==> config.mk <==
export PLATFORM = sky130hd
export DESIGN_NAME = bxd_divider
export DESIGN_NICKNAME = d
export VERILOG_FILES = /design/src/assert_macros.svh /design/src/bxd_pkg.sv /design/src/bxd_divider.sv
export SDC_FILE = /design/constraint.sdc
export NUM_CORES = 1
export LEC_CHECK = 0
export BUFFER_PORTS_ARGS = -buffer_cell sky130_fd_sc_hd__buf_2
export CAP_MARGIN = 20
export CORE_ASPECT_RATIO = 1.5
export CORE_UTILIZATION = 38
export CTS_BUF_LIST = sky130_fd_sc_hd__clkbuf_4
export DETAILED_ROUTE_END_ITERATION = 12
export GPL_TIMING_DRIVEN = 0
export SYNTH_ARGS = -nofsm -noshare
export SYNTH_HDL_FRONTEND = slang
export SYNTH_SLANG_ARGS = --single-unit
==> constraint.sdc <==
create_clock -name clock -period 3.2 [get_ports clock]
set_input_delay 0.32 -clock clock [delete_from_list [all_inputs] [get_ports clock]]
set_output_delay 0.32 -clock clock [all_outputs]
set_load 0.02 [all_outputs]
==> src/assert_macros.svh <==
// Assertion helpers shared by the RTL; define NO_ASSERTIONS to compile them out.
`ifndef ASSERT_MACROS_SVH
`define ASSERT_MACROS_SVH
`ifndef NO_ASSERTIONS
// Same-cycle implication.
`define ASSERT_IMPLIES(name, clk, rst, ante, cons) \
   name: assert property (@(posedge clk) disable iff (rst) (ante) |-> (cons)) \
      else $error("assertion failed");
// Next-cycle implication.
`define ASSERT_NEXT(name, clk, rst, ante, cons) \
   name: assert property (@(posedge clk) disable iff (rst) (ante) |=> (cons)) \
      else $error("assertion failed");
`else
`define ASSERT_IMPLIES(name, clk, rst, ante, cons)
`define ASSERT_NEXT(name, clk, rst, ante, cons)
`endif
`endif

==> src/bxd_pkg.sv <==
package bxd_pkg;

   localparam int MAX_WIDTH_DEF  = 4096;
   localparam int MAX_FACTOR_DEF = 16;

   localparam int REG_W       = 13;
   localparam int PIXEL_W     = 8;
   localparam int ROW_W       = 13;
   localparam int ROW_LIMIT   = 4096;
   localparam int CSR_INDEX_W = 4;
   localparam int QUEUE_DEPTH = 4;

   localparam logic [REG_W-1:0] IMAGE_WIDTH_RST   = 13'd640;
   localparam logic [REG_W-1:0] IMAGE_HEIGHT_RST  = 13'd480;
   localparam logic [REG_W-1:0] TARGET_WIDTH_RST  = 13'd80;
   localparam logic [REG_W-1:0] TARGET_HEIGHT_RST = 13'd60;

   typedef enum logic [CSR_INDEX_W-1:0] {
      CSR_IMAGE_WIDTH   = 4'd0,
      CSR_IMAGE_HEIGHT  = 4'd1,
      CSR_TARGET_WIDTH  = 4'd2,
      CSR_TARGET_HEIGHT = 4'd3
   } csr_index_type;

   typedef logic [PIXEL_W-1:0] pixel_type;

   typedef struct packed {
      logic first;
      logic emit;
      logic row_end;
      logic frame_end;
   } cmd_flags_type;

   typedef struct packed {
      logic busy;
      logic done;
   } div_status_type;

   typedef enum logic [2:0] {
      FS_RUN,
      FS_DRAIN,
      FS_FACTOR,
      FS_ROWS,
      FS_COLS,
      FS_RECIP,
      FS_FIRST
   } front_state_type;

   // Width of a block sum: up to factor squared pixels of 255.
   function automatic int sum_width(input int max_factor);
      return $clog2(max_factor * max_factor * 255 + 1);
   endfunction

   function automatic int factor_width(input int max_factor);
      return $clog2(max_factor + 1);
   endfunction

   // Fraction bits of the ceiling reciprocal of the factor.
   function automatic int recip_shift(input int max_factor);
      return sum_width(max_factor) + factor_width(max_factor);
   endfunction

   function automatic int div_width(input int max_width, input int max_factor);
      int w;
      w = recip_shift(max_factor);
      if ($clog2(max_width + 1) > w) w = $clog2(max_width + 1);
      if (REG_W > w) w = REG_W;
      return w;
   endfunction

endpackage

==> src/bxd_divider.sv <==
module bxd_divider import bxd_pkg::*; #(
   parameter int DIV_W = 21
) (
   input  logic             clock,
   input  logic             reset,
   input  logic             start,
   input  logic [DIV_W-1:0] dividend,
   input  logic [DIV_W-1:0] divisor,
   output div_status_type   status,
   output logic [DIV_W-1:0] quotient
);

   localparam int CNT_W = $clog2(DIV_W + 1);

   logic             busy_ff;
   logic             done_ff;
   logic [CNT_W-1:0] count_ff;
   logic [DIV_W-1:0] rem_ff;
   logic [DIV_W-1:0] quo_ff;
   logic [DIV_W-1:0] div_ff;

   logic [DIV_W:0]   shifted;
   logic [DIV_W:0]   diff;

   assign shifted = {rem_ff, quo_ff[DIV_W-1]};
   assign diff    = shifted - {1'b0, div_ff};

   always_ff @(posedge clock) begin
      if (reset) begin
         busy_ff  <= 1'b0;
         done_ff  <= 1'b0;
         count_ff <= '0;
      end else begin
         done_ff <= 1'b0;
         if (start && !busy_ff) begin
            busy_ff  <= 1'b1;
            count_ff <= '0;
         end else if (busy_ff) begin
            count_ff <= count_ff + CNT_W'(1);
            if (count_ff == CNT_W'(DIV_W - 1)) begin
               busy_ff <= 1'b0;
               done_ff <= 1'b1;
            end
         end
      end
   end

   // One quotient bit a cycle, restoring form.
   always_ff @(posedge clock) begin
      if (start && !busy_ff) begin
         rem_ff <= '0;
         quo_ff <= dividend;
         div_ff <= divisor;
      end else if (busy_ff) begin
         if (!diff[DIV_W]) begin
            rem_ff <= diff[DIV_W-1:0];
            quo_ff <= {quo_ff[DIV_W-2:0], 1'b1};
         end else begin
            rem_ff <= shifted[DIV_W-1:0];
            quo_ff <= {quo_ff[DIV_W-2:0], 1'b0};
         end
      end
   end

   assign status.busy = busy_ff;
   assign status.done = done_ff;
   assign quotient    = quo_ff;

endmodule

### Word-level counts from Yosys, hierarchy flattened

Index checks and enable logic that the tools add are counted.

| word-level totals | value |
|---|---|
| register bits after elaboration | 70 |
| input bits | 45 |
| output and inout bits | 23 |
| word-level logic and storage cells | 23 |

| operators by class | value |
|---|---|
| $add $sub $neg | 2 |
| equality and inequality tests | 1 |
| mux-type cells | 8 |
| bitwise logic cells | 1 |
| reductions and logical operators | 5 |

Operators with widths:

| cell | count |
|---|---|
| $mux 21 | 3 |
| $sub 22x21->22 | 1 |
| $add 5x1->5 const B | 1 |
| $eq 5x5->1 const B | 1 |
| $mux 1 | 5 |
| $reduce_or 3->1 | 1 |
| $reduce_bool 2->1 | 1 |
| $reduce_or 2->1 | 1 |
| $logic_and 1x1->1 | 1 |
| $logic_not 1->1 | 1 |
| $not 1->1 | 1 |

### Logic depth before layout (Yosys ltp)

| depth | value |
|---|---|
| word-level depth | 4 |
| gate-level depth with buffers | 13 |
| mapped depth without buffers | 11 |

### Least setup slack after synthesis

Ideal clock, no wire load.

| timing path | value |
|---|---|
| path kind | reg-to-reg |
| from | register quo_ff[20], in the netlist quotient[20] |
| to | register rem_ff[20] |
| setup time | 74 ps |
| arrival time | 2,635 ps |
| required time | 3,126 ps |
| setup slack | 491 ps |
| cell stages (with the launch flop) | 12 |
| clock period less this slack | 2,709 ps |
| path through | edfxtp_1 -> inv_1 -> ha_1 -> fa_1 -> nor2b_1 -> o31a_1 -> or4_1 -> and2_1 -> a31oi_1 -> mux2_2 -> o2111a_1 -> o21ai_0 |

| on the way | value |
|---|---|
| cells in the longest elaborated chain, start to end | 2 |

RTL lines:

| what | line | RTL |
|---|---|---|
| from (decl) | bxd_divider.sv:19 | `logic [DIV_W-1:0] quo_ff;` |
| from (signal assigned) | bxd_divider.sv:52 | `quo_ff <= dividend;` |
| from (signal assigned) | bxd_divider.sv:57 | `quo_ff <= {quo_ff[DIV_W-2:0], 1'b1};` |
| from (signal assigned) | bxd_divider.sv:60 | `quo_ff <= {quo_ff[DIV_W-2:0], 1'b0};` |
| $sub 22x21->22 | bxd_divider.sv:26 | `assign diff = shifted - {1'b0, div_ff};` |
| $mux 21 | bxd_divider.sv:55 | `if (!diff[DIV_W]) begin` |
| to (signal assigned) | bxd_divider.sv:56 | `rem_ff <= diff[DIV_W-1:0];` |
| to (signal assigned) | bxd_divider.sv:59 | `rem_ff <= shifted[DIV_W-1:0];` |
| to (decl) | bxd_divider.sv:18 | `logic [DIV_W-1:0] rem_ff;` |

No other way between the ends.
A chain may end at the register's enable or synchronous reset.

### Final worst setup path

| timing path | value |
|---|---|
| from | register div_ff[14] |
| to | register rem_ff[11] |

| on the way | value |
|---|---|
| cells in the longest elaborated chain, start to end | 2 |

RTL lines:

| what | line | RTL |
|---|---|---|
| from (decl) | bxd_divider.sv:20 | `logic [DIV_W-1:0] div_ff;` |
| from (signal assigned) | bxd_divider.sv:53 | `div_ff <= divisor;` |
| $sub 22x21->22 | bxd_divider.sv:26 |  |
| $mux 21 | bxd_divider.sv:55 |  |

No other way between the ends.

==> impl_metrics.py <==
metrics = {
    "critical_path": {
        "critPathRequiredTime_ps": 3510,
        "end_kind": "register",
        "start_kind": "register",
        "crit_arrival_ps": 3310,
        "path_class": "register to register",
        "crit_fanout": 10,
    },
    "cts": {
        "htree_levels": 3,
        "numCtsBuffers": 9,
        "cts_setup_buffers": 0,
        "tritoncts": "yes",
        "cts-root-buf": "clkbuf_4",
        "clkTransAtPathRegs_ps": 130,
        "cts.sinks": 70,
        "clockBufferDepth": 2,
        "cts.repair.resized": 0,
        "clock_latency_ps": 450,
    },
    "floorplan": {
        "initial_core_util_pct": 39.1,
        "die_h_um": 127,
        "ios": 68,
        "rows": 45,
        "die_w_um": 85.2,
        "core_area_um2": 10100,
        "fp.dieArea_um2": 10800,
    },
    "yosys": {
        "yosysSeqAreaShare_pct": 46.2,
        "netlist_area_um2": 3940,
        "synthCells": 373,
        "yosysUniqueCellTypes": 52,
        "synth_ff_type": "edfxtp_1",
        "yosysWarnings": 0,
        "synth-async-reset-ratio_pct": 0,
        "syn_area_per_cell_um2": 10.6,
        "synth_edf_count": 42,
        "yosys_register_bits": 70,
        "syn_nets": 442,
    },
    "min_path": {
        "worstHoldPathType": "primary input to register",
    },
    "routing": {
        "routed_wl_mm": 8.69,
        "via_per_inst": 5.27,
        "drtIter0Drc": 125,
        "vias": 3019,
        "firstDrtPassIters": 4,
        "drc": 0,
        "drtAntennaViolNets": 0,
        "wl_per_cell_um": 15.2,
    },
    "sta": {
        "setup-violations-final": 0,
        "period_needed_ps": 3000,
        "setup_tns_ps": 0,
        "worstMarginPinSlew_ps": 825,
        "slew_headroom_pct": 44.9,
        "clock_skew_ps": 24.5,
        "clock.fmax_mhz": 333,
        "finalCritPeriodShare_pct": 93.9,
        "hold_violations": 0,
        "final-max-slew-violation-count": 0,
        "rsz0062_at_grt": "no",
    },
    "pwr": {
        "vdd_drop_max_uv": 266,
        "p_per_area_nw_per_um2": 736,
        "p_leak_nw": 1.92,
    },
    "final_layout": {
        "final_area_um2": 4540,
        "areaGrowthSynthToFinish_pct": 15.2,
        "final_cell_mix": "69 x buf_2, 42 x edfxtp_1, 39 x nand2_1",
        "antennaDiodeCount": 0,
        "nets": 521,
        "drive_gt1_share_pct": 26.3,
        "layout_commonest_cell": "buf_2",
        "utilization_pct": 45.1,
    },
    "place": {
        "dpl.hpwl_mm": 6.42,
        "placed_area_um2": 4420,
        "port_buffers": 67,
        "place_congestion": 0.861,
    },
    "run": {
        "cap_violations": 0,
    },
    "global_route": {
        "grt_max_degree": 31,
        "grt_pass1_wl_mm": 14.5,
        "antenna_found_initial": 0,
        "grtUsageTotal_pct": 17.5,
        "grt_pass1_vias": 3108,
        "grt_overflow": 0,
    },
    "outcome": {
        "run_status": "completed",
    },
}
## report_power, final
group	total [mW]	internal [mW]	leakage [nW]	switching, mW
combinational	1.59	0.732	1.23	0.862
sequential	1.26	1.14	0.640	0.119
clock	0.490	0.152	0.0514	0.339
## flip-flops by register name (all words and copies together), names as in the netlist
register,flops
busy_ff,1
count_ff,5
div_ff,21
done_ff,1
quotient,21
rem_ff,21
## stage by stage
step	hold slack, ps	total power [mW]	instances	setup WS (ps)
after floorplan	397	2.52	373	491
after global placement	458	2.84	557	170
after detailed placement	463	2.87	557	240
after CTS	1.61	3.37	573	181
after global routing	13.7	3.60	573	22.5
final	31.4	3.34	573	196
## critical path, stage by stage (launching register included)
cell      delay, ps
edfxtp_1        390
inv_1            70
ha_1            230
buf_6           140
a211oi_2        180
nor2_1           90
or4_1           410
a221o_1         340
and2_4          170
a221oi_2        190
buf_6           210
buf_12          160
mux2i_1         200
o21ai_1          70
## path summary, 6_finish.rpt
kind	startpoint	end	slack, ps	cells past startpoint
max reg2reg	div_ff[14]$_DFFE_PP_	rem_ff[11]$_SDFFE_PP0P_	200	13
max	div_ff[14]$_DFFE_PP_	rem_ff[11]$_SDFFE_PP0P_	200	13
min	divisor[15]	div_ff[15]$_DFFE_PP_	30	1
min reg2reg	rem_ff[10]$_SDFFE_PP0P_	rem_ff[10]$_SDFFE_PP0P_	480	2
## kinds of logic (layout without fill, tap and decap cells)
kind of cell	Yosys count	in the layout	share of synthesized area, %
and+or+nand+nor	91	91	11.0
adders and majority gates	24	24	7.81
DFF	70	70	46.2
buffers and inverters	46	129	5.84
xor gates and xnor gates	19	19	4.22
muxes	40	40	10.9
AOI/OAI and AO/OA	83	83	14.0
## cell usage after synthesis (2+ instances only)
| library cell | number | area, um2 |
|---|---|---|
| nor3_1 | 11 | 55.1 |
| inv_1 | 30 | 113 |
| o2111a_1 | 2 | 22.5 |
| ha_1 | 23 | 288 |
| o21ai_0 | 20 | 100 |
| a31oi_1 | 2 | 12.5 |
| o21ai_1 | 10 | 50.1 |
| mux2_2 | 22 | 248 |
| edfxtp_1 | 42 | 1260 |
| buf_12 | 2 | 40.0 |
| nand2b_1 | 2 | 12.5 |
| clkbuf_1 | 8 | 30.0 |
| nand2_1 | 39 | 146 |
| buf_6 | 2 | 22.5 |
| o221ai_1 | 3 | 26.3 |
| a221o_1 | 2 | 20.0 |
| mux2i_1 | 18 | 180 |
| o31ai_1 | 2 | 15.0 |
| nor2b_1 | 6 | 37.5 |
| o21a_1 | 4 | 30.0 |
| buf_4 | 2 | 15.0 |
| nand3b_1 | 2 | 15.0 |
| and2_1 | 5 | 31.3 |
| a21oi_1 | 15 | 75.1 |
| buf_2 | 2 | 10.0 |
| a21o_1 | 4 | 30.0 |
| a211oi_1 | 2 | 15.0 |
| o21bai_1 | 3 | 22.5 |
| a22o_1 | 2 | 17.5 |
| or4_1 | 2 | 15.0 |
| xnor2_1 | 5 | 43.8 |
| and3_1 | 3 | 18.8 |
| nand4_1 | 3 | 18.8 |
| nor2_1 | 11 | 41.3 |
| nand3_1 | 4 | 20.0 |
| o31a_1 | 2 | 17.5 |
| xor2_1 | 14 | 123 |
| dfxtp_1 | 28 | 561 |
## cell type report
class | instances | area, um2
flip-flops and latches | 70 | 1820
well taps | 117 | 146
clock inverters | 6 | 40.0
multi-input cells | 257 | 1890
inverters | 30 | 113
fillers | 965 | 5540
plain buffers | 16 | 119
repair buffers | 68 | 345
clock buffers | 9 | 67.6
## repair_timing
action                                  CTS  global route
hold endpoints to repair                  1             0
hold buffers                              1             0
endpoints found under the setup margin    0             0
## metal layers
metal  GRT usage, %  wire length (um)
met1           18.6              3500
met4           9.67               196
met5              0                 0
met2           31.7              4570
met3           3.77               421
No activity file was read; power rests on OpenSTA's default activity.
