<file path="config.mk">
export PLATFORM = sky130hd
export DESIGN_NAME = bxd_queue
export DESIGN_NICKNAME = d
export VERILOG_FILES = /design/src/assert_macros.svh /design/src/bxd_pkg.sv /design/src/bxd_queue.sv
export SDC_FILE = /design/constraint.sdc
export NUM_CORES = 1
export LEC_CHECK = 0
export BUFFER_PORTS_ARGS = -buffer_cell sky130_fd_sc_hd__buf_2
export CORE_MARGIN = 3
export CORE_UTILIZATION = 35
export CTS_CLUSTER_DIAMETER = 150
export CTS_CLUSTER_SIZE = 28
export DETAILED_ROUTE_END_ITERATION = 8
export SLEW_MARGIN = 10
export SYNTH_ARGS = -nofsm -noshare
export SYNTH_HDL_FRONTEND = slang
export SYNTH_SLANG_ARGS = --single-unit
</file>
<file path="constraint.sdc">
create_clock -name clock -period 4.4 [get_ports clock]
set_clock_uncertainty 0.2 [all_clocks]
set_input_delay 0.88 -clock clock [delete_from_list [all_inputs] [get_ports clock]]
set_output_delay 0.88 -clock clock [all_outputs]
set_load 0.1 [all_outputs]
</file>
<file path="src/assert_macros.svh">
// Assertion helpers shared by the RTL; define NO_ASSERTIONS to compile them out.
`ifndef ASSERT_MACROS_SVH
`define ASSERT_MACROS_SVH
`ifndef NO_ASSERTIONS
// Same-cycle implication.
`define ASSERT_IMPLIES(name, clk, rst, ante, cons) \
   name: assert property (@(posedge clk) disable iff (rst) (ante) |-> (cons)) \
      else $error("assertion failed");
// Next-cycle implication.
`define ASSERT_NEXT(name, clk, rst, ante, cons) \
   name: assert property (@(posedge clk) disable iff (rst) (ante) |=> (cons)) \
      else $error("assertion failed");
`else
`define ASSERT_IMPLIES(name, clk, rst, ante, cons)
`define ASSERT_NEXT(name, clk, rst, ante, cons)
`endif
`endif

</file>
<file path="src/bxd_pkg.sv">
package bxd_pkg;

   localparam int MAX_WIDTH_DEF  = 4096;
   localparam int MAX_FACTOR_DEF = 16;

   localparam int REG_W       = 13;
   localparam int PIXEL_W     = 8;
   localparam int ROW_W       = 13;
   localparam int ROW_LIMIT   = 4096;
   localparam int CSR_INDEX_W = 4;
   localparam int QUEUE_DEPTH = 4;

   localparam logic [REG_W-1:0] IMAGE_WIDTH_RST   = 13'd640;
   localparam logic [REG_W-1:0] IMAGE_HEIGHT_RST  = 13'd480;
   localparam logic [REG_W-1:0] TARGET_WIDTH_RST  = 13'd80;
   localparam logic [REG_W-1:0] TARGET_HEIGHT_RST = 13'd60;

   typedef enum logic [CSR_INDEX_W-1:0] {
      CSR_IMAGE_WIDTH   = 4'd0,
      CSR_IMAGE_HEIGHT  = 4'd1,
      CSR_TARGET_WIDTH  = 4'd2,
      CSR_TARGET_HEIGHT = 4'd3
   } csr_index_type;

   typedef logic [PIXEL_W-1:0] pixel_type;

   typedef struct packed {
      logic first;
      logic emit;
      logic row_end;
      logic frame_end;
   } cmd_flags_type;

   typedef struct packed {
      logic busy;
      logic done;
   } div_status_type;

   typedef enum logic [2:0] {
      FS_RUN,
      FS_DRAIN,
      FS_FACTOR,
      FS_ROWS,
      FS_COLS,
      FS_RECIP,
      FS_FIRST
   } front_state_type;

   // Width of a block sum: up to factor squared pixels of 255.
   function automatic int sum_width(input int max_factor);
      return $clog2(max_factor * max_factor * 255 + 1);
   endfunction

   function automatic int factor_width(input int max_factor);
      return $clog2(max_factor + 1);
   endfunction

   // Fraction bits of the ceiling reciprocal of the factor.
   function automatic int recip_shift(input int max_factor);
      return sum_width(max_factor) + factor_width(max_factor);
   endfunction

   function automatic int div_width(input int max_width, input int max_factor);
      int w;
      w = recip_shift(max_factor);
      if ($clog2(max_width + 1) > w) w = $clog2(max_width + 1);
      if (REG_W > w) w = REG_W;
      return w;
   endfunction

endpackage

</file>
<file path="src/bxd_queue.sv">
module bxd_queue import bxd_pkg::*; #(
   parameter int DATA_W = 24
) (
   input  logic              clock,
   input  logic              reset,
   input  logic              push,
   input  logic [DATA_W-1:0] push_data,
   output logic              push_ready,
   input  logic              pop,
   output logic              pop_valid,
   output logic [DATA_W-1:0] pop_data
);

   localparam int PTR_W = $clog2(QUEUE_DEPTH);
   localparam int CNT_W = $clog2(QUEUE_DEPTH + 1);

   logic [DATA_W-1:0] entries_ff [QUEUE_DEPTH];
   logic [PTR_W-1:0]  wr_ptr_ff;
   logic [PTR_W-1:0]  rd_ptr_ff;
   logic [CNT_W-1:0]  count_ff;
   logic [PTR_W-1:0]  wr_ptr_in;
   logic [PTR_W-1:0]  rd_ptr_in;
   logic [CNT_W-1:0]  count_in;
   logic              do_push;
   logic              do_pop;

   assign push_ready = (count_ff != CNT_W'(QUEUE_DEPTH));
   assign pop_valid  = (count_ff != '0);
   assign pop_data   = entries_ff[rd_ptr_ff];
   assign do_push    = push && push_ready;
   assign do_pop     = pop && pop_valid;

   always_comb begin
      wr_ptr_in = wr_ptr_ff;
      rd_ptr_in = rd_ptr_ff;
      count_in  = count_ff;
      if (do_push) begin
         wr_ptr_in = (wr_ptr_ff == PTR_W'(QUEUE_DEPTH - 1)) ? '0 : wr_ptr_ff + PTR_W'(1);
      end
      if (do_pop) begin
         rd_ptr_in = (rd_ptr_ff == PTR_W'(QUEUE_DEPTH - 1)) ? '0 : rd_ptr_ff + PTR_W'(1);
      end
      if (do_push && !do_pop) begin
         count_in = count_ff + CNT_W'(1);
      end else if (do_pop && !do_push) begin
         count_in = count_ff - CNT_W'(1);
      end
   end

   always_ff @(posedge clock) begin
      if (reset) begin
         wr_ptr_ff <= '0;
         rd_ptr_ff <= '0;
         count_ff  <= '0;
      end else begin
         wr_ptr_ff <= wr_ptr_in;
         rd_ptr_ff <= rd_ptr_in;
         count_ff  <= count_in;
      end
   end

   always_ff @(posedge clock) begin
      if (do_push) begin
         entries_ff[wr_ptr_ff] <= push_data;
      end
   end

endmodule

</file>
## After elaboration in Yosys (flattened, before gate mapping)

Memory sizes are Yosys's and may differ from the RTL's. A register that Yosys moved wholly into a read port is not among the register bits.
Cells that the tools add are included.

- Register bits: 7
- Latch bits: 0
- RAM bits: 96
- Bits in read-only memories: 0
- Bits of input ports: 28
- Output and inout port bits: 26
- Logic and storage cells: 27
- Memories: 1

Memory list:

| memory | words | bits a word | read ports | clocked after Yosys merged registers in | write ports | line | text |
|---|---|---|---|---|---|---|---|
| entries_ff | 4 | 24 | 1 | 1 | 1 | bxd_queue.sv:17 | `logic [DATA_W-1:0] entries_ff [QUEUE_DEPTH];` |

- $add $sub $neg: 4
- Multipliers: 0
- Divide/modulo/power cells: 0
- Order comparisons: 0
- Equality and inequality tests: 3
- Shift operators: 0
- Mux-type cells: 8
- Bitwise operators: 0
- Reduce and logical (&&, ||, !) cells: 8

Operators with widths:

| operator | count |
|---|---|
| two-way mux 2 bit | 4 |
| two-way mux 3 bit | 2 |
| adder 2 x 1 -> 2 bit (second input constant) | 2 |
| equality test 2 bit (second input constant) | 2 |
| logical AND 1 bit | 4 |
| adder 3 x 1 -> 3 bit (second input constant) | 1 |
| inequality test 3 bit (second input constant) | 1 |
| nonzero test 3 bit | 1 |
| subtractor 3 x 1 -> 3 bit (second input constant) | 1 |
| zero test 1 bit | 2 |
| two-way mux 1 bit | 2 |
| nonzero test 2 bit | 1 |

## Logic depth before layout (Yosys ltp)

Gate-level depths: netlist (run 1).

- Depth after elaboration: 6
- Mapped depth: 9
- Depth with buffers taken out: 8

## Worst setup path after synthesis (run 1)

Ideal clock, no wire load.

- Path type: register to register
- Start point: reg count_ff[0]
- End point: reg count_ff[2]
- Library setup time: 0.070 ns
- Arrival time: 2.518 ns
- Data required time: 4.130 ns
- Slack: 1.612 ns
- Cell stages (with the launch flop): 10
- Buffers on the path: 1
- Clock period less this slack: 2.788 ns
- Cell sequence: dfxtp_1 -> or3b_1 -> clkbuf_2 -> and2_4 -> ha_1 -> inv_1 -> fa_1 -> xor2_1 -> or3_2 -> a21oi_1

- Longest elaborated chain between the ends: 5
- Elaborated cells between the ends (all ways): 13
- Those cells by class: add/sub (2); eq/ne (1); mux (2); reduce/logical (8)

RTL lines:

| element | line | text |
|---|---|---|
| start, declared | bxd_queue.sv:20 | `logic [CNT_W-1:0] count_ff;` |
| start signal, assigned | bxd_queue.sv:58 | `count_ff <= count_in;` |
| inequality test 3 bit (*) | bxd_queue.sv:27 | `assign push_ready = (count_ff != CNT_W'(QUEUE_DEPTH));` |
| named net push_ready | bxd_queue.sv:8 | `output logic push_ready,` |
| logical AND 1 bit (*) | bxd_queue.sv:30 | `assign do_push = push && push_ready;` |
| named net do_push | bxd_queue.sv:24 | `logic do_push;` |
| zero test 1 bit | bxd_queue.sv:45 | `end else if (do_pop && !do_push) begin` |
| logical AND 1 bit | bxd_queue.sv:45 |  |
| nonzero test 2 bit (no line) | n/a |  |

The timed path passes the listed nets; every way through them passes the cells marked *. The select of a mux whose other input is x is not followed.
A chain may end at the register's enable or synchronous reset.

==> results of run 1 <==
==> synthesized netlist by cell type (all sizes together) <==
| master | instances |
|---|---|
| dfxtp | 9 |
| edfxtp | 96 |
| buf | 6 |
| and3 | 4 |
| inv | 3 |
| or3 | 3 |
| nor2 | 3 |
| nand3 | 1 |
| mux2i | 3 |
| o31ai | 2 |
| clkbuf | 2 |
| nand2 | 1 |
| fa | 1 |
| o21ai | 1 |
| ha | 6 |
| a21oi | 2 |
| xor2 | 2 |
| nor3 | 1 |
| or3b | 1 |
| nand2b | 2 |
| and2 | 1 |
| mux4 | 24 |
==> through the flow <==
step | hold WS (ns) | cell area (um^2)
CTS | 0.295 | 4640
finish | 0.299 | 4640
detailed placement | 0.283 | 4350
global placement | 0.270 | 4350
floorplan | 0.263 | 3940
global route | 0.326 | 4640
==> metal layers <==
layer,vias up,routed length [um]
met5,-,13
met3,10,436
li1,823,-
met2,50,3210
met4,2,95
met1,904,2790
==> worst max-delay path: cells and delay by family (launching register included) <==
| family | cells | cell delay (ns) |
|---|---|---|
| buf+inv | 2 | 0.75 |
| mux | 1 | 0.22 |
| flops | 1 | 0.89 |
==> final timing paths <==
check                              to  slack, ns  cells after the start
max                      pop_data[16]       1.13                      3
min                              flop       0.30                      2
max reg2reg  count_ff[2]$_SDFFE_PP0P_       1.84                      7
min reg2reg                      flop       0.30                      2
==> state kept, by name, summed over array words and instances (netlist names), named ones only <==
| name | flops |
|---|---|
| entries_ff | 96 |
| rd_ptr_ff | 2 |
| wr_ptr_ff | 2 |
| count_ff | 3 |
==> power by group through the flow <==
stage | clock network, mW | logic, mW | registers (mW)
2_1_floorplan | 0 | 1.07 | 1.26
3_3_place_gp | 0 | 1.18 | 1.33
3_5_place_dp | 0 | 1.18 | 1.33
4_1_cts | 0.801 | 1.19 | 1.31
5_1_grt | 0.838 | 1.22 | 1.33
6_report | 0.778 | 1.17 | 1.30
==> cells by family after synthesis <==
| kind of cell | share of synthesized area |
|---|---|
| buf+inv | 0.0136 |
| mux | 0.145 |
| flops | 0.777 |
| xor+xnor | 0.00445 |
| compound gates | 0.00889 |
| fa+ha+maj | 0.0241 |
| simple gates | 0.0270 |
==> cell type report <==
cell class,instances,area share
clock buffer,10,0.0493
clock inverter,6,0.0145
inverter,3,0.00242
multi-input combinational,58,0.178
sequential,105,0.660
tap,140,0.0377
timing repair buffer,54,0.0587
==> impl_metrics.json, run 1 <==
{
  "clkPwrFrac": 0.239,
  "cts_sinks": 105,
  "rsz0062_at_grt": "no",
  "ant_nets": 0,
  "p_sw_mw": 1.33,
  "avgSynthCellArea_um2": 22.7,
  "path_clk_slew_ns": 0.07,
  "syn_nets": 209,
  "overflow": 0,
  "die_x_um": 112,
  "combPwrFrac": 0.360,
  "end_kind": "primary output",
  "fin_crit_ns": 3.27,
  "drt_iter0_drc": 78,
  "max-vdd-ir-drop_uv": 465,
  "p_sw_frac": 0.409,
  "maxSlewViolCount": 0,
  "final-hold-violation-count": 0,
  "syn_to_final_growth_pct": 17.8,
  "via_count": 1789,
  "design.die.area_um2": 12600,
  "fin_util": 0.425,
  "numCtsBuffers": 9,
  "max_stage_delay_ns": 0.89,
  "setup_viol": 0,
  "drv_cap": 0,
  "critPathArrivalTime_ns": 2.19,
  "start_kind": "flop",
  "mostFrequentLayoutCells": "edfxtp_1 (96), buf_2 (53), mux4_2 (24)",
  "ys_top_cells_by_area": "edfxtp_1 (73%), mux4_2 (14%), dfxtp_1 (4.6%)",
  "slew-limit-headroom": 0.419,
  "cellPowerDensity_nw_per_um2": 700,
  "crit_chain": "buf_4, mux4_2, buf_2",
  "synth_top_area_share": 0.731,
  "post-route-period-util": 0.744,
  "dp_cells": 360,
  "die_y_um": 112,
  "synthDistinctLibCells": 27,
  "h-tree-depth": 3,
  "clk_path_buf_depth": 2,
  "setup_tns_ns": 0,
  "grt_pass1_vias": 1859,
  "drt_pass1_iterations": 4,
  "use_met1": 0.135,
  "p_leak_nw": 1.59,
  "cts-root-buf": "clkbuf_16",
  "syn_inst": 174,
  "grt_antenna_before_repair": 1,
  "pin_count": 54,
  "fmax_ghz": 0.306,
  "nNetsFinal": 266,
  "grt_pass1_wl_um": 10400,
  "hold_class": "flop to flop",
  "place.gp.congestion": 0.645,
  "syn_area_um2": 3940,
  "busiest_layer": "met2",
  "antenna_cells": 0,
  "wl_um": 6540,
  "wl_per_cell_um": 17.4,
  "dp_hpwl_um": 4130,
  "yosysSeqAreaShare": 0.777,
  "num_rows": 38,
  "min-delay-start": "rd_ptr_ff[0]$_SDFFE_PP0P_",
  "p_total_mw": 3.25,
  "layout-drive-gt1-share": 0.428,
  "met2_usage": 0.178,
  "track_usage": 0.111,
  "multi_input_area_um2": 825,
  "coreArea_um2": 10900,
  "drcViolationCount": 0,
  "synth_warnings": 0,
  "status": "finished clean",
  "setup_ws_ns": 1.13,
  "internal_power_mw": 1.92,
  "port_buffers": 53,
  "yosysTopAreaCell": "edfxtp_1",
  "final_cell_count_no_fill": 376,
  "synth-seq-cells": 105,
  "crit_type": "flop to primary output",
  "n_fill_cell": 988,
  "r2r_start": "count_ff[1]$_SDFFE_PP0P_",
  "cts_tree": "done",
  "max_slew.worst_pin.slew_ns": 0.871,
  "crit_fanout": 17,
  "mostFrequentLayoutCell": "edfxtp_1",
  "clkLatencyLatePin_ns": 0.33,
  "dp_slack_ns": 1.39,
  "regArea_um2": 3060,
  "ctsHoldBuffers": 0,
  "worstPathRequired_ns": 3.32,
  "use_met3": 0.0442,
  "initial_core_util": 0.360,
  "cts_setup_buffers": 0,
  "p_seq_frac": 0.401,
  "grt_max_degree": 25,
  "critical-path-slowest-cell": "dfxtp_1",
  "post_cts_resized": 0,
  "via_per_inst": 4.76
}
No activity file was read; power rests on OpenSTA's default activity.
==> inputs of run 2 (changes only) <==
==> constraint.sdc (replaced) <==
create_clock -name clock -period 3.3 [get_ports clock]
set_clock_uncertainty 0.2 [all_clocks]
set_input_delay 0.66 -clock clock [delete_from_list [all_inputs] [get_ports clock]]
set_output_delay 0.66 -clock clock [all_outputs]
set_load 0.1 [all_outputs]
==> impl_metrics.json, run 2 (synthesized netlist as in run 1, its figures left out) <==
{
  "status": "finished clean",
  "p_sw_mw": 1.87,
  "fmax_ghz": 0.349,
  "hold_class": "flop to flop",
  "drt_pass1_iterations": 4,
  "p_leak_nw": 1.67,
  "met2_length_um": 3560,
  "place.gp.congestion": 0.674,
  "cts_sinks": 105,
  "drcViolationCount": 0,
  "wl_met1_um": 2640,
  "die_y_um": 112,
  "mostFrequentLayoutCell": "edfxtp_1",
  "layout-drive-gt1-share": 0.444,
  "die_x_um": 112,
  "final_cell_count_no_fill": 379,
  "nNetsFinal": 269,
  "highest_layer": "met5",
  "h-tree-depth": 3,
  "overflow": 0,
  "regMostFlops": "entries_ff",
  "post_cts_resized": 0,
  "ant_nets": 0,
  "cts-root-buf": "clkbuf_16",
  "dp_hpwl_um": 4280,
  "numCtsBuffers": 9,
  "via_per_inst": 4.70,
  "via_count": 1781,
  "ctsHoldBuffers": 0,
  "setup_tns_ns": 0,
  "syn_to_final_growth_pct": 22.8,
  "n_fill_cell": 963,
  "max_stage_delay_ns": 0.55,
  "drv_cap": 0,
  "critical-path-slowest-cell": "dfxtp_2",
  "wl_um": 6740,
  "wl_per_cell_um": 17.8,
  "cellPowerDensity_nw_per_um2": 942,
  "slew-limit-headroom": 0.554,
  "combPwrFrac": 0.399,
  "pin_count": 54,
  "max-vdd-ir-drop_uv": 720,
  "p_seq_frac": 0.371,
  "cts_tree": "done",
  "whs_ns": 0.307,
  "path_clk_slew_ns": 0.07,
  "post-route-period-util": 0.868,
  "path_delay_family": "buffers and inverters",
  "initial_core_util": 0.360,
  "antenna_cells": 0,
  "design.die.area_um2": 12600,
  "drt_iter0_drc": 80,
  "grt_pass1_vias": 1976,
  "grt_antenna_before_repair": 1,
  "setup_viol": 0,
  "rsz0062_at_grt": "no",
  "clkLatencyLatePin_ns": 0.34,
  "end_kind": "primary output",
  "track_usage": 0.113,
  "fin_crit_ns": 2.86,
  "internal_power_mw": 2.69,
  "clkPwrFrac": 0.230,
  "final-hold-violation-count": 0,
  "crit_fanout": 11,
  "wl_met3_um": 414,
  "crit_chain": "buf_4, mux4_2, buf_2",
  "grt_pass1_wl_um": 10600,
  "cts_setup_buffers": 0,
  "clk_path_buf_depth": 2,
  "coreArea_um2": 10900,
  "crit_type": "flop to primary output",
  "maxSlewViolCount": 0,
  "critPathArrivalTime_ns": 2.00,
  "largest_reg_flops": 96,
  "start_kind": "flop",
  "p_sw_frac": 0.410,
  "biggestRegsByFlops": "entries_ff: 96 flops, count_ff: 3 flops",
  "max_slew.worst_pin.slew_ns": 0.670,
  "grt_max_degree": 25,
  "dp_cells": 363,
  "fin_util": 0.443,
  "mostFrequentLayoutCells": "edfxtp_1 (96), buf_2 (42), mux4_2 (24)",
  "port_buffers": 53,
  "worstPathRequired_ns": 2.44,
  "cp.buffers_inverters": 2,
  "num_rows": 38
}
[run 2: changes by cell type in the layout (fill, tap and decap cells not counted), moves of 2 or more]
cell,change
buf_12,+11
buf_2,-11
buf_4,+3
clkinv_4,-2
clkinv_8,+2
inv_8,+2
[run 2: worst paths after layout]
check	startpoint	endpoint	slack, ns	cells after the start
max	flop	pop_data[20]	0.44	3
min	rd_ptr_ff[0]$_SDFFE_PP0P_	flop	0.31	2
max reg2reg	count_ff[0]$_SDFFE_PP0P_	count_ff[2]$_SDFFE_PP0P_	0.70	7
min reg2reg	rd_ptr_ff[0]$_SDFFE_PP0P_	flop	0.31	2
[run 2: layout make-up]
cell class                      count  area, um^2  share of cell area
Timing Repair Buffer               57         460              0.0951
Tap cell                          140         175              0.0362
Sequential cell                   105        3060               0.633
Clock inverter                      7        80.1              0.0165
Clock buffer                        9         225              0.0465
Multi-Input combinational cell     58         825               0.170
Inverter                            3        11.3             0.00233
[run 2: per-stage QoR]
step,worst slack [ns],power [mW],instance area (um^2)
floorplan,0.512,3.11,3940
global placement,0.754,3.56,4540
detailed placement,0.670,3.57,4540
CTS,0.365,4.63,4840
global route,0.296,4.75,4840
finish,0.437,4.56,4840
[run 2: layer usage]
metal	vias up	track usage
met5	-	0
met4	2	0.0385
met3	11	0.0447
met2	40	0.197
met1	899	0.126
li1	829	-
[run 2: power groups by stage]
stage                     registers (mW)  clock network [mW]  logic [mW]
after floorplan                     1.68                   0        1.42
after global placement              1.72                   0        1.84
after detailed placement            1.73                   0        1.84
after CTS                           1.70                1.08        1.85
after global routing                1.71                1.13        1.90
final                               1.69                1.05        1.82
[run 2: worst reg2reg max path, stage by stage, from the launching register on]
cell	delay (ns)
dfxtp_1	0.36
o31ai_1	0.52
ha_1	0.30
inv_1	0.07
fa_1	0.37
xor2_1	0.15
or3_2	0.40
a21oi_1	0.15
==> inputs of run 3 (changes only) <==
--- a/config.mk
+++ b/config.mk
@@ -6,11 +6,14 @@
 export NUM_CORES = 1
 export LEC_CHECK = 0
 export BUFFER_PORTS_ARGS = -buffer_cell sky130_fd_sc_hd__buf_2
+export CELL_PAD_IN_SITES_DETAIL_PLACEMENT = 1
+export CELL_PAD_IN_SITES_GLOBAL_PLACEMENT = 1
 export CORE_MARGIN = 3
 export CORE_UTILIZATION = 35
 export CTS_CLUSTER_DIAMETER = 150
 export CTS_CLUSTER_SIZE = 28
 export DETAILED_ROUTE_END_ITERATION = 8
+export PLACE_DENSITY_LB_ADDON = 0.1
 export SLEW_MARGIN = 10
 export SYNTH_ARGS = -nofsm -noshare
 export SYNTH_HDL_FRONTEND = slang
==> impl_metrics.json, run 3 (synthesized netlist as in run 1, its figures left out) <==
{
  "status": "finished clean",
  "overflow": 0,
  "path_delay_family": "buffers and inverters",
  "clk_path_buf_depth": 2,
  "syn_to_final_growth_pct": 18.3,
  "critical-path-slowest-cell": "mux4_2",
  "post-route-period-util": 0.858,
  "internal_power_mw": 2.58,
  "ctsHoldBuffers": 0,
  "p_seq_frac": 0.387,
  "r2r_slack_ns": 0.72,
  "critPathArrivalTime_ns": 1.97,
  "drv_cap": 0,
  "mostFrequentLayoutCells": "edfxtp_1 (96), buf_2 (53), mux4_2 (24)",
  "cts_sinks": 105,
  "num_rows": 38,
  "biggestRegsByFlops": "entries_ff: 96 flops, count_ff: 3 flops",
  "via_per_inst": 4.78,
  "min-delay-start": "rd_ptr_ff[0]$_SDFFE_PP0P_",
  "place.gp.congestion": 0.660,
  "fin_util": 0.426,
  "layout-drive-gt1-share": 0.424,
  "numCtsBuffers": 9,
  "setup_viol": 0,
  "r2r-end": "count_ff[2]$_SDFFE_PP0P_",
  "ant_nets": 0,
  "cellPowerDensity_nw_per_um2": 939,
  "fin_crit_ns": 2.83,
  "p_sw_mw": 1.80,
  "p_sw_frac": 0.410,
  "cts_setup_buffers": 0,
  "whs_ns": 0.312,
  "end_kind": "primary output",
  "r2r_start": "count_ff[1]$_SDFFE_PP0P_",
  "regMostFlops": "entries_ff",
  "crit_type": "flop to primary output",
  "coreArea_um2": 10900,
  "grt_pass1_wl_um": 11300,
  "grt_pass1_vias": 1978,
  "combPwrFrac": 0.375,
  "postPlaceCellArea_um2": 4380,
  "grt_antenna_before_repair": 0,
  "max_stage_delay_ns": 0.54,
  "die_y_um": 112,
  "port_buffers": 53,
  "via_count": 1806,
  "pin_count": 54,
  "crit_fanout": 8,
  "wl_per_cell_um": 18.8,
  "design.die.area_um2": 12600,
  "p_leak_nw": 1.60,
  "post_cts_resized": 0,
  "rsz0062_at_grt": "no",
  "postLayoutCellArea_um2": 4660,
  "antenna_cells": 0,
  "drcViolationCount": 0,
  "final-hold-violation-count": 0,
  "wl_um": 7100,
  "slew-limit-headroom": 0.523,
  "mostFrequentLayoutCell": "edfxtp_1",
  "nNetsFinal": 268,
  "holdPathStages": 2,
  "worstPathRequired_ns": 2.44,
  "reg2reg_depth": 7,
  "initial_core_util": 0.360,
  "track_usage": 0.121,
  "max_slew.worst_pin.slew_ns": 0.715,
  "start_kind": "flop",
  "grt_max_degree": 25,
  "die_x_um": 112,
  "h-tree-depth": 3,
  "setup_tns_ns": 0,
  "fmax_ghz": 0.353,
  "hold_class": "flop to flop",
  "clkLatencyLatePin_ns": 0.34,
  "clkPwrFrac": 0.238,
  "largest_reg_flops": 96,
  "drt_pass1_iterations": 4,
  "cp.buffers_inverters": 2,
  "crit_chain": "buf_4, mux4_2, buf_2",
  "cts_tree": "done",
  "max-vdd-ir-drop_uv": 615,
  "cts-root-buf": "clkbuf_16",
  "p_total_mw": 4.38,
  "dp_hpwl_um": 4420,
  "drt_iter0_drc": 74,
  "maxSlewViolCount": 0,
  "path_clk_slew_ns": 0.06
}
[run 3: cell types whose count changed in the layout (fill, tap and decap cells not counted), moves of 2 or more]
cell	before	now
buf_12	11	1
inv_8	2	0
clkinv_8	2	0
clkbuf_1	0	2
clkinv_1	0	2
buf_4	4	2
buf_2	42	53
[run 3: stage by stage]
stage	cells	setup slack, ns
2_1_floorplan	174	0.512
3_3_place_gp	362	0.741
3_5_place_dp	362	0.690
4_1_cts	378	0.411
5_1_grt	378	0.340
6_report	378	0.468
[run 3: worst reg2reg max path, delay by kind of cell (launching register included)]
kind                       cells  cell delay (ns)
AOI/OAI and AO/OA              2             0.67
adders and majority gates      2             0.67
buffers and inverters          1             0.07
DFF                            1             0.36
and+or+nand+nor                1             0.41
xor gates and xnor gates       1             0.16
[run 3: power groups by stage]
stage / Combinational (mW) / Clock [mW] / Sequential, mW
2_1_floorplan: 1.42 / 0 / 1.68
3_3_place_gp: 1.66 / 0 / 1.72
3_5_place_dp: 1.66 / 0 / 1.73
4_1_cts: 1.67 / 1.06 / 1.70
5_1_grt: 1.73 / 1.13 / 1.71
6_report: 1.64 / 1.04 / 1.69
[run 3: worst max path at each step]
| stage | startpoint | endpoint | slack (ns) | cells after the start |
|---|---|---|---|---|
| after floorplan | count_ff[0]$_SDFFE_PP0P_ | count_ff[2]$_SDFFE_PP0P_ | 0.51 | 9 |
| after global placement | pop | count_ff[2]$_SDFFE_PP0P_ | 0.74 | 8 |
| after detailed placement | pop | count_ff[2]$_SDFFE_PP0P_ | 0.69 | 8 |
| after CTS | flop | pop_data[6] | 0.41 | 3 |
| after global routing | flop | pop_data[6] | 0.34 | 3 |
| final | flop | pop_data[6] | 0.47 | 3 |
[run 3: layer usage]
layer	share of wire	track usage
met2	0.50	0.192
met1	0.45	0.159
met5	0	0
met4	0.015	0.0505
met3	0.041	0.0313
[run 3: cell type report]
cell class / instances / area (um^2)
fillers: 1064 / 6270
clock buffers: 11 / 233
flip-flops and latches: 105 / 3060
clock inverters: 5 / 55.1
multi-input cells: 58 / 825
well taps: 140 / 175
repair buffers: 56 / 300
inverters: 3 / 11.3
